`src/hdl/arpc_pkg.sv`:
```
`timescale 1ns / 1ps

package arpc_pkg;

    localparam int ARPC_TABLE_DEPTH = 16;

    localparam int IP_W   = 32;
    localparam int MAC_W  = 48;
    localparam int AGE_W  = 16;
    localparam int KIND_W = 3;
    localparam int CFG_IDX_W  = 2;
    localparam int CFG_DATA_W = 48;

    localparam logic [IP_W-1:0]  OWN_IP_RST    = 32'hACA8_2000;
    localparam logic [MAC_W-1:0] OWN_MAC_RST   = 48'h1111_1111_1100;
    localparam logic [AGE_W-1:0] AGE_LIMIT_RST = 16'd1000;

    // Item kinds
    typedef enum logic [KIND_W-1:0] {
        KIND_LOOKUP  = 3'd0,
        KIND_REQUEST = 3'd1,
        KIND_REPLY   = 3'd2,
        KIND_TICK    = 3'd3,
        KIND_FRAME   = 3'd4
    } kind_t;

    // Configuration register indexes
    typedef enum logic [CFG_IDX_W-1:0] {
        CFG_OWN_IP    = 2'd0,
        CFG_OWN_MAC   = 2'd1,
        CFG_AGE_LIMIT = 2'd2
    } cfg_idx_t;

    // One table entry as stored in the entry RAM
    typedef struct packed {
        logic [IP_W-1:0]  ip;
        logic [MAC_W-1:0] mac;
        logic [AGE_W-1:0] age;
    } entry_t;

endpackage

```
`src/hdl/arpc_ram.sv`:
```
`timescale 1ns / 1ps

module arpc_ram #(
    parameter int WIDTH = 8,
    parameter int DEPTH = 16,
    localparam int AW = (DEPTH > 1) ? $clog2(DEPTH) : 1
) (
    input  logic             clk,
    input  logic             we,
    input  logic [AW-1:0]    waddr,
    input  logic [WIDTH-1:0] wdata,
    input  logic [AW-1:0]    raddr,
    output logic [WIDTH-1:0] rdata
);

    logic [WIDTH-1:0] mem [DEPTH];
    logic [WIDTH-1:0] rdata_reg;

    always_ff @(posedge clk)
    begin
        if (we)
        begin
            mem[waddr] <= wdata;
        end
        rdata_reg <= mem[raddr];
    end

    assign rdata = rdata_reg;

endmodule

```
`src/hdl/arp_cache_with_aging_top.sv`:
```
`timescale 1ns / 1ps

// ARP cache with per-entry aging.
// Command channel: present kind, ip_addr and mac_addr with start; the item
// transfers at a rising edge with start high and busy low. Every item gives
// exactly one result, shown for one cycle with done high; the receiver
// cannot stall, so sample the result ports whenever done is high.
// Request, data frame and unknown kinds resolve at once: done rises in the
// cycle after the transfer and busy stays low. Lookup, reply and tick scan
// the whole table through one entry RAM read port and one compare/decrement
// unit, one entry per cycle, with busy high until done rises; the next item
// may transfer in the done cycle.
// Configuration channel: cfg_index selects own_ip (0), own_mac (1) or
// age_limit (2); cfg_ready is always high, other indexes are dropped. Write
// configuration only while the block is idle.
// Reset clears all valid bits and loads the register defaults; entry
// contents are never used before they are written, so the RAM is not swept.
module arp_cache_with_aging_top
    import arpc_pkg::*;
#(
    parameter int TABLE_DEPTH = ARPC_TABLE_DEPTH
) (
    input  logic                  clk,
    input  logic                  rst_n,

    // command channel
    input  logic                  start,
    output logic                  busy,
    input  logic [KIND_W-1:0]     kind,
    input  logic [IP_W-1:0]       ip_addr,
    input  logic [MAC_W-1:0]      mac_addr,

    // result channel
    output logic                  done,
    output logic                  hit,
    output logic [MAC_W-1:0]      mac_out,
    output logic                  send_request,
    output logic                  send_reply,
    output logic                  table_full,
    output logic                  accept_frame,

    // configuration channel
    input  logic                  cfg_valid,
    output logic                  cfg_ready,
    input  logic [CFG_IDX_W-1:0]  cfg_index,
    input  logic [CFG_DATA_W-1:0] cfg_data
);

    localparam int IDX_W = (TABLE_DEPTH > 1) ? $clog2(TABLE_DEPTH) : 1;
    localparam logic [IDX_W-1:0] LAST_IDX = IDX_W'(TABLE_DEPTH - 1);

    typedef enum logic [3:0] {
        ST_IDLE   = 4'b0001,
        ST_SCAN   = 4'b0010,
        ST_DRAIN  = 4'b0100,
        ST_FINISH = 4'b1000
    } state_t;

    state_t state_reg, state_next;

    // configuration registers
    logic [IP_W-1:0]  own_ip_reg;
    logic [MAC_W-1:0] own_mac_reg;
    logic [AGE_W-1:0] age_limit_reg;

    // latched command
    kind_t            kind_reg;
    logic [IP_W-1:0]  ip_reg;
    logic [MAC_W-1:0] mac_reg;

    // scan pipeline: issue stage drives the RAM address, compare stage
    // sees the registered read data in the following cycle
    logic [IDX_W-1:0] scan_idx_reg;
    logic [IDX_W-1:0] cmp_idx_reg;
    logic             cmp_vld_reg;

    logic [TABLE_DEPTH-1:0] valid_reg;

    // search results
    logic             found_reg;
    logic [IDX_W-1:0] found_idx_reg;
    logic [MAC_W-1:0] found_mac_reg;
    logic             free_found_reg;
    logic [IDX_W-1:0] free_idx_reg;

    // result registers
    logic             done_reg;
    logic             hit_reg;
    logic [MAC_W-1:0] mac_out_reg;
    logic             send_request_reg;
    logic             send_reply_reg;
    logic             table_full_reg;
    logic             accept_frame_reg;

    // entry RAM
    entry_t           rd_entry;
    entry_t           wr_entry;
    logic             ram_we;
    logic [IDX_W-1:0] ram_waddr;

    logic accept_cmd;
    logic cmp_entry_valid;
    logic cmp_match;
    logic tick_expire;
    logic tick_write;
    logic reply_write;

    assign accept_cmd = start && !busy;
    assign busy       = (state_reg != ST_IDLE);
    assign cfg_ready  = 1'b1;

    arpc_ram #(
        .WIDTH ($bits(entry_t)),
        .DEPTH (TABLE_DEPTH)
    ) u_entry_ram (
        .clk   (clk),
        .we    (ram_we),
        .waddr (ram_waddr),
        .wdata (wr_entry),
        .raddr (scan_idx_reg),
        .rdata (rd_entry)
    );

    // Shared compare/decrement unit on the entry in the compare stage.
    assign cmp_entry_valid = cmp_vld_reg && valid_reg[cmp_idx_reg];
    assign cmp_match       = cmp_entry_valid && (rd_entry.ip == ip_reg);
    assign tick_expire     = (kind_reg == KIND_TICK) && cmp_entry_valid
                             && (rd_entry.age <= AGE_W'(1));
    assign tick_write      = (kind_reg == KIND_TICK) && cmp_entry_valid
                             && (rd_entry.age > AGE_W'(1));
    assign reply_write     = (state_reg == ST_FINISH) && (kind_reg == KIND_REPLY)
                             && (found_reg || free_found_reg);

    always_comb
    begin
        ram_we    = tick_write || reply_write;
        ram_waddr = cmp_idx_reg;
        wr_entry  = rd_entry;
        if (reply_write)
        begin
            // refresh the matching entry, else learn into the first free slot
            ram_waddr    = found_reg ? found_idx_reg : free_idx_reg;
            wr_entry.ip  = ip_reg;
            wr_entry.mac = mac_reg;
            wr_entry.age = age_limit_reg;
        end
        else
        begin
            wr_entry.age = rd_entry.age - AGE_W'(1);
        end
    end

    // sequencer
    always_comb
    begin
        state_next = state_reg;
        unique case (state_reg)
            ST_IDLE:
            begin
                if (accept_cmd && ((kind_t'(kind) == KIND_LOOKUP)
                                   || (kind_t'(kind) == KIND_REPLY)
                                   || (kind_t'(kind) == KIND_TICK)))
                begin
                    state_next = ST_SCAN;
                end
            end
            ST_SCAN:
            begin
                if (scan_idx_reg == LAST_IDX)
                begin
                    state_next = ST_DRAIN;
                end
            end
            ST_DRAIN:  state_next = ST_FINISH;
            ST_FINISH: state_next = ST_IDLE;
            default:   state_next = ST_IDLE;
        endcase
    end

    always_ff @(posedge clk or negedge rst_n)
    begin
        if (!rst_n)
        begin
            state_reg     <= ST_IDLE;
            own_ip_reg    <= OWN_IP_RST;
            own_mac_reg   <= OWN_MAC_RST;
            age_limit_reg <= AGE_LIMIT_RST;
            valid_reg     <= '0;
            cmp_vld_reg   <= 1'b0;
            done_reg      <= 1'b0;
        end
        else
        begin
            state_reg   <= state_next;
            cmp_vld_reg <= (state_reg == ST_SCAN);
            done_reg    <= 1'b0;

            if (cfg_valid && cfg_ready)
            begin
                unique case (cfg_idx_t'(cfg_index))
                    CFG_OWN_IP:    own_ip_reg    <= cfg_data[IP_W-1:0];
                    CFG_OWN_MAC:   own_mac_reg   <= cfg_data[MAC_W-1:0];
                    CFG_AGE_LIMIT: age_limit_reg <= cfg_data[AGE_W-1:0];
                    default:       ;
                endcase
            end

            // drop expired entries during a tick scan
            if (tick_expire)
            begin
                valid_reg[cmp_idx_reg] <= 1'b0;
            end
            // a learned entry becomes valid
            if (reply_write && !found_reg)
            begin
                valid_reg[free_idx_reg] <= 1'b1;
            end

            if (accept_cmd)
            begin
                done_reg <= !((kind_t'(kind) == KIND_LOOKUP)
                              || (kind_t'(kind) == KIND_REPLY)
                              || (kind_t'(kind) == KIND_TICK));
            end
            if (state_reg == ST_FINISH)
            begin
                done_reg <= 1'b1;
            end
        end
    end

    // datapath registers
    always_ff @(posedge clk)
    begin
        cmp_idx_reg <= scan_idx_reg;

        if (accept_cmd)
        begin
            kind_reg       <= kind_t'(kind);
            ip_reg         <= ip_addr;
            mac_reg        <= mac_addr;
            scan_idx_reg   <= '0;
            found_reg      <= 1'b0;
            free_found_reg <= 1'b0;

            // immediate kinds: settle the result now
            hit_reg          <= 1'b0;
            mac_out_reg      <= '0;
            send_request_reg <= 1'b0;
            send_reply_reg   <= 1'b0;
            table_full_reg   <= 1'b0;
            accept_frame_reg <= 1'b0;
            case (kind_t'(kind))
                KIND_REQUEST:
                begin
                    if (ip_addr == own_ip_reg)
                    begin
                        send_reply_reg <= 1'b1;
                        mac_out_reg    <= mac_addr;
                    end
                end
                KIND_FRAME:
                begin
                    accept_frame_reg <= (mac_addr == own_mac_reg);
                end
                default: ;
            endcase
        end
        else
        begin
            if (state_reg == ST_SCAN)
            begin
                scan_idx_reg <= scan_idx_reg + IDX_W'(1);
            end

            // lowest index wins for both searches
            if (cmp_match && !found_reg)
            begin
                found_reg     <= 1'b1;
                found_idx_reg <= cmp_idx_reg;
                found_mac_reg <= rd_entry.mac;
            end
            if (cmp_vld_reg && !valid_reg[cmp_idx_reg] && !free_found_reg)
            begin
                free_found_reg <= 1'b1;
                free_idx_reg   <= cmp_idx_reg;
            end

            if (state_reg == ST_FINISH)
            begin
                hit_reg          <= 1'b0;
                mac_out_reg      <= '0;
                send_request_reg <= 1'b0;
                send_reply_reg   <= 1'b0;
                table_full_reg   <= 1'b0;
                accept_frame_reg <= 1'b0;
                case (kind_reg)
                    KIND_LOOKUP:
                    begin
                        hit_reg          <= found_reg;
                        mac_out_reg      <= found_reg ? found_mac_reg : '0;
                        send_request_reg <= !found_reg;
                    end
                    KIND_REPLY:
                    begin
                        table_full_reg <= !(found_reg || free_found_reg);
                    end
                    default: ;
                endcase
            end
        end
    end

    assign done         = done_reg;
    assign hit          = hit_reg;
    assign mac_out      = mac_out_reg;
    assign send_request = send_request_reg;
    assign send_reply   = send_reply_reg;
    assign table_full   = table_full_reg;
    assign accept_frame = accept_frame_reg;

    // a result never appears while a scan is still running
    assert property (@(posedge clk) disable iff (!rst_n) done |-> !busy)
        else $error("result strobe while busy");

    // every transfer either starts a scan or yields its result next cycle
    assert property (@(posedge clk) disable iff (!rst_n)
        (start && !busy) |=> (busy || done))
        else $error("transfer neither scanned nor answered");

    // the final sequencer step always delivers a result
    assert property (@(posedge clk) disable iff (!rst_n)
        (state_reg == ST_FINISH) |=> done)
        else $error("scan finished without a result");

    // at most one action flag per result
    assert property (@(posedge clk) disable iff (!rst_n)
        done |-> $onehot0({hit, send_request, send_reply, table_full, accept_frame}))
        else $error("conflicting result flags");

    // the entry RAM is written only under an active scan or commit
    assert property (@(posedge clk) disable iff (!rst_n) ram_we |-> busy)
        else $error("entry RAM written while idle");

endmodule
```
`config.mk`:
```
export PLATFORM = sky130hd
export DESIGN_NAME = arp_cache_with_aging_top
export DESIGN_NICKNAME = d
export VERILOG_FILES = /design/src/hdl/arpc_pkg.sv /design/src/hdl/arpc_ram.sv /design/src/hdl/arp_cache_with_aging_top.sv
export SDC_FILE = /design/constraint.sdc
export NUM_CORES = 2
export LEC_CHECK = 0
export BUFFER_PORTS_ARGS = -buffer_cell sky130_fd_sc_hd__buf_2
export CAP_MARGIN = 20
export CORE_MARGIN = 2
export CORE_UTILIZATION = 55
export DETAILED_ROUTE_END_ITERATION = 8
export PLACE_DENSITY = 0.78
export REMOVE_ABC_BUFFERS = 1
export SLEW_MARGIN = 30
export SYNTH_ARGS = -nofsm -noshare
export SYNTH_HDL_FRONTEND = slang
export SYNTH_SLANG_ARGS = --single-unit
```
`constraint.sdc`:
```
create_clock -name clk -period 25.4 [get_ports clk]
set_input_delay 2.54 -clock clk [delete_from_list [all_inputs] [get_ports clk]]
set_output_delay 2.54 -clock clk [all_outputs]
set_load 0.02 [all_outputs]
```
Word level (Yosys, flattened, before mapping)
Memories as Yosys holds them, arrays and structs flattened. A register that Yosys moved wholly into a read port is not among the register bits.
Index checks and enable logic that the tools add are counted.
Operators by class
  $lt $le $gt $ge: 6
  reductions and logical operators: 35
  eq/ne operators: 19
  add/sub/neg operators: 2
  multiplexer cells: 34
  bitwise logic cells: 4
Operator list (count)
  $mux 48: 6
  $mux 80: 1
  $eq 32x32->1: 2
  $eq 48x48->1: 1
  $mux 16: 3
  $and 16x16->16: 1
  $gt 16x1->1 const B: 1
  $le 16x1->1 const B: 1
  $mux 1: 16
  $mux 4: 4
  $not 16->16: 1
  $or 16x16->16: 1
  $sub 16x1->16 const B: 1
  $logic_and 1x1->1: 15
  $eq 3x2->1 const B: 4
  $pmux 4 s3: 1
  $reduce_and 2->1: 6
  $lt 4x5->1 const B: 2
  $demux 1 s4: 2
  $eq 4x4->1 const B: 2
  $ge 4x1->1 const B: 2
  $logic_not 1->1: 6
  $logic_not 3->1: 2
  $add 4x1->4 const B: 1
  other kinds (14): 18
Storage, ports and cells
  word-level logic and storage cells: 124
  memory bits (writable): 1536
  output and inout bits: 56
  register bits: 320
  memories: 1
Memories
  u_entry_ram.mem: depth 16, width 96, read ports 1, clocked after Yosys merged registers in 1, wr ports 1, line arpc_ram.sv:16  | logic [WIDTH-1:0] mem [DEPTH];

Logic depth before layout (Yosys ltp)
  depth in word-level cells: 9
  gate-level depth with buffers: 8
  mapped depth without buffers: 7

Cells and area by module
From an unflattened synthesis, not the netlist that was laid out.
Second synthesis, totals
  cells, all modules: 3581
  area total of the unflattened synthesis: 73529.3 um2
Modules (own cells, without submodules)
  arpc_ram: times used 1, sequential area each 48046.1 um2, cells each 2460, area an instance 59358.2 um2
  arp_cache_with_aging_top: times used 1, sequential area each 8919.8 um2, cells each 1121, area an instance 14171.1 um2

Worst setup path after synthesis
No wires, ideal clock.
  path type: reg2reg
  start point: register state_reg[2]
  end point: memory u_entry_ram.mem[2][0] in the netlist's numbering, enable pin
  arrival: 8.366 ns
  path buffers: 2
  clock period less this slack: 9.034 ns
  library setup time: 0.668 ns
  required time: 24.732 ns
  slack: 16.366 ns
  cell stages (with the launch flop): 8
  path through: dfrtp_1 or4b_1 buf_2 or3_1 buf_2 nor2_1 a31oi_4 nor3_1
On the way
  longest elaborated chain between the ends: 6
  elaborated cells between the ends (all ways): 7
  classes of those cells: eq/ne: 1; mux: 3; reduce/logical: 3
Ends and longest elaborated chain
  from (decl): line arp_cache_with_aging_top.sv:59  | state_t state_reg, state_next;
  from (signal assigned): line arp_cache_with_aging_top.sv:194  | state_reg <= state_next;
  $eq 4x4->1 (*): line arp_cache_with_aging_top.sv:131  | assign reply_write = (state_reg == ST_FINISH) && (kind_reg == KIND_REPLY)
  $logic_and 1x1->1 (*): line arp_cache_with_aging_top.sv:131
  $logic_and 1x1->1 (*): line arp_cache_with_aging_top.sv:132  | && (found_reg || free_found_reg);
  $logic_or 1x1->1: line arp_cache_with_aging_top.sv:136  | ram_we = tick_write || reply_write;
  $mux 1: line arpc_ram.sv:21  | if (we)
  $mux 1 (implied by the code): line arpc_ram.sv:23  | mem[waddr] <= wdata;
  to (decl): line arpc_ram.sv:16
Every way passes the cells marked *; elsewhere a longest branch is shown, timed or not.

Worst setup path after layout
  start point: register state_reg[0]
  end point: output busy
On the way
  longest elaborated chain between the ends: 1
Ends and longest elaborated chain
  $ne 4x1->1: line arp_cache_with_aging_top.sv:109  | assign busy = (state_reg != ST_IDLE);
  to (decl): line arp_cache_with_aging_top.sv:28  | output logic busy,
No other way between the ends.

==> metrics <==
Setup CP Type reg -> out; sw frac between 20% and 30%; first-pass GRT wire length about 270 mm; Hold Crit Class reg -> reg; Final Max Slew Viols 0; period utilization between 15 and 20%; Worst Skew 0.0676 ns; clk_lat worst skew ~0.85 ns; H-tree Lvls 4; Die Y ~370 um; kind of start point of the critical path flip-flop; Seq pwr share about 54%; #FFs+latches synth between 1.5k and 2k; layout cells sized above 1 approximately 31%; critical path endpoint category primary output; unrepaired setup endpoints after global routing no; worst hold slack approximately 0.42 ns; status completed; io pins approximately 190; HPWL after detailed placement around 100 mm; Comb power frac 4.1%; non-filler cells, final 5612; headroom to the max-slew limit ~26%; Max Freq between 0.15 and 0.2 GHz; largest net degree at the start of global routing 158; # resized after CTS 0; Setup Viol. Count Final 0; clk sinks about 2.0k; Hold Startpoint u_entry_ram.rdata[46]; reg2reg setup slack 20.56 ns; drt total wl 188 mm; IO buf count roughly 190; WL/cell between 30 and 40 um; Internal Power between 5 and 6 mW; total placed cells including tap cells about 5.3k; Routed Antenna Nets 0; Num CTS Buffers between 150 and 200; hold path endpoint found_mac_reg[30]; WP data arrival 2.47 ns; DRC errors left 0; GRT overflow 0; Routability Congestion between 0.8 and 0.9; Total GRT Usage 27.7%; Net Sw Power 1.43 mW; Worst Setup SP state_reg[0]; area delta synth->final 13.1%; total negative slack 0 ns; final core utilization about 63%; MaxCap Viol Count 0; Final Net Count about 3.8k; Worst-Margin Slew around 1.1 ns; DR iter-0 viols about 5.3k; vias in the first global route 37.5k; P_leak ~27 nW; commonest non-fill, non-tap cell in the layout edfxtp_1; initial antenna violation count 25; Post-synth EDFFs 1725; initial cell density of the core roughly 55%; worst-path fanout max 4; predominant post-synthesis flop cell edfxtp_1; CTS tree built; Die W approximately 370 um; Syn. warnings 0; Pwr Density between 70 and 80 mW/mm^2; FF-to-FF Start state_reg[2]; Final min period about 5 ns; DR pass1 iterations 5; reg2reg path depth 7; max FFs per register roughly 1.5k; Req. time, crit path ~23 ns; Clock Power Share between 40% and 50%; hold_buf cts 0; hold depth 0; via count 36.9k; worst ir drop on vdd roughly 61 uV; setup bufs post-CTS 0; Avg Inst Size Synth around 22 um^2; core area roughly 0.13 mm^2; commonest cells after routing, fill and taps aside edfxtp_1, mux4_2, nand2_1; DIE AREA 0.137 mm^2; Final Hold Viols 0; Netlist cell types 63; CTS max path bufs 3; CTS Root Cell clkbuf_16; Syn Std Cell Area between 0.07 and 0.08 mm^2; sequential area share after synthesis around 77%; fraction of registers with async set/reset under 10%; reg2reg end u_entry_ram.mem[12][14]; Worst-path clk slew roughly 0.060 ns; Cells after Synth ~3.4k; Core Rows approximately 130; Vias/cell approximately 6.6
[power by group through the flow]
stage | sequential, mW | combinational (mW) | clock [mW]
floorplan | 3.66 | 0.200 | 0
global placement | 3.66 | 0.256 | 0
detailed placement | 3.66 | 0.263 | 0
CTS | 3.60 | 0.268 | 2.80
global route | 3.60 | 0.290 | 2.92
finish | 3.60 | 0.273 | 2.78
[synth_stat cells (2+ instances only)]
master / count / area share (%)
a21o_1: 9 / 0.092
a21oi_1: 5 / 0.034
a22o_1: 50 / 0.59
a22oi_1: 8 / 0.081
a31oi_1: 2 / 0.017
a41oi_2: 2 / 0.044
and3_1: 5 / 0.042
and4_1: 2 / 0.024
buf_1: 5 / 0.025
buf_2: 50 / 0.34
buf_4: 5 / 0.051
buf_6: 2 / 0.031
clkbuf_1: 94 / 0.48
dfrtp_1: 93 / 3.2
dfstp_2: 25 / 0.89
dfxtp_1: 109 / 3.0
edfxtp_1: 1725 / 70
ha_1: 3 / 0.051
inv_1: 15 / 0.076
mux2_2: 103 / 1.6
mux2i_1: 12 / 0.16
mux4_2: 482 / 15
nand2_1: 273 / 1.4
nand2b_1: 3 / 0.025
nand3_1: 6 / 0.041
nand3b_1: 7 / 0.071
nand4_1: 10 / 0.085
nor2_1: 32 / 0.16
nor2b_1: 2 / 0.017
nor3_1: 18 / 0.12
nor3b_2: 2 / 0.034
nor4_1: 28 / 0.24
nor4b_1: 3 / 0.036
o21ai_0: 24 / 0.16
o21ai_1: 3 / 0.020
o41ai_1: 2 / 0.024
or2_2: 2 / 0.017
or3_1: 2 / 0.017
or3_4: 2 / 0.031
or4_1: 2 / 0.020
xnor2_1: 14 / 0.17
xor2_1: 113 / 1.3
[layer usage]
metal  global-route usage, %  vias up  wire length, um
li1                        -    14500                -
met1                    36.6    19400            66400
met2                    43.5     2559            90300
met3                    9.18      426            24100
met4                    10.3       28             6990
met5                       0        -              163
[area by class of cell]
type / instances / area [um^2]
antenna: 1 / 2.50
clock buffer: 268 / 5180
clock inverter: 85 / 991
fill: 8527 / 49900
inverter: 16 / 62.6
multi-input combinational: 1251 / 16200
sequential: 1952 / 57000
tap: 1768 / 2210
timing repair buffer: 271 / 1790
[stage by stage]
step                      power [mW]  worst slack, ns  cell area [um^2]
final                           6.65            20.39             83400
after global routing            6.81            20.28             83400
after CTS                       6.67            20.41             83300
after detailed placement        3.93            20.01             77100
after global placement          3.92            20.13             77000
after floorplan                 3.86             8.42             73100
[worst max-delay path by stage]
stage | to
after global routing | busy
after floorplan | u_entry_ram.rdata[0]
after CTS | busy
after global placement | mac_out[9]
after detailed placement | mac_out[36]
final | busy
[worst max-delay path, cell delays in order, from the launching register on]
cell and delay (ns):
dfstp_2 0.56, nor4b_1 0.61, inv_1 0.28, buf_2 0.24
[logic make-up (layout without fill, tap and decap cells)]
| logic type | after synthesis | count (layout) | share of synthesized area (%) |
|---|---|---|---|
| mux | 597 | 597 | 16.5 |
| flops | 1952 | 1952 | 77.3 |
| fa+ha+maj | 3 | 3 | 0.0509 |
| xor+xnor | 127 | 127 | 1.51 |
| simple gates | 410 | 410 | 2.53 |
| compound gates | 113 | 113 | 1.18 |
| buf+inv | 172 | 640 | 1.01 |
| other cells | 1 | 2 | 0.00509 |
Note: power is estimated with default switching activity, not from simulation.
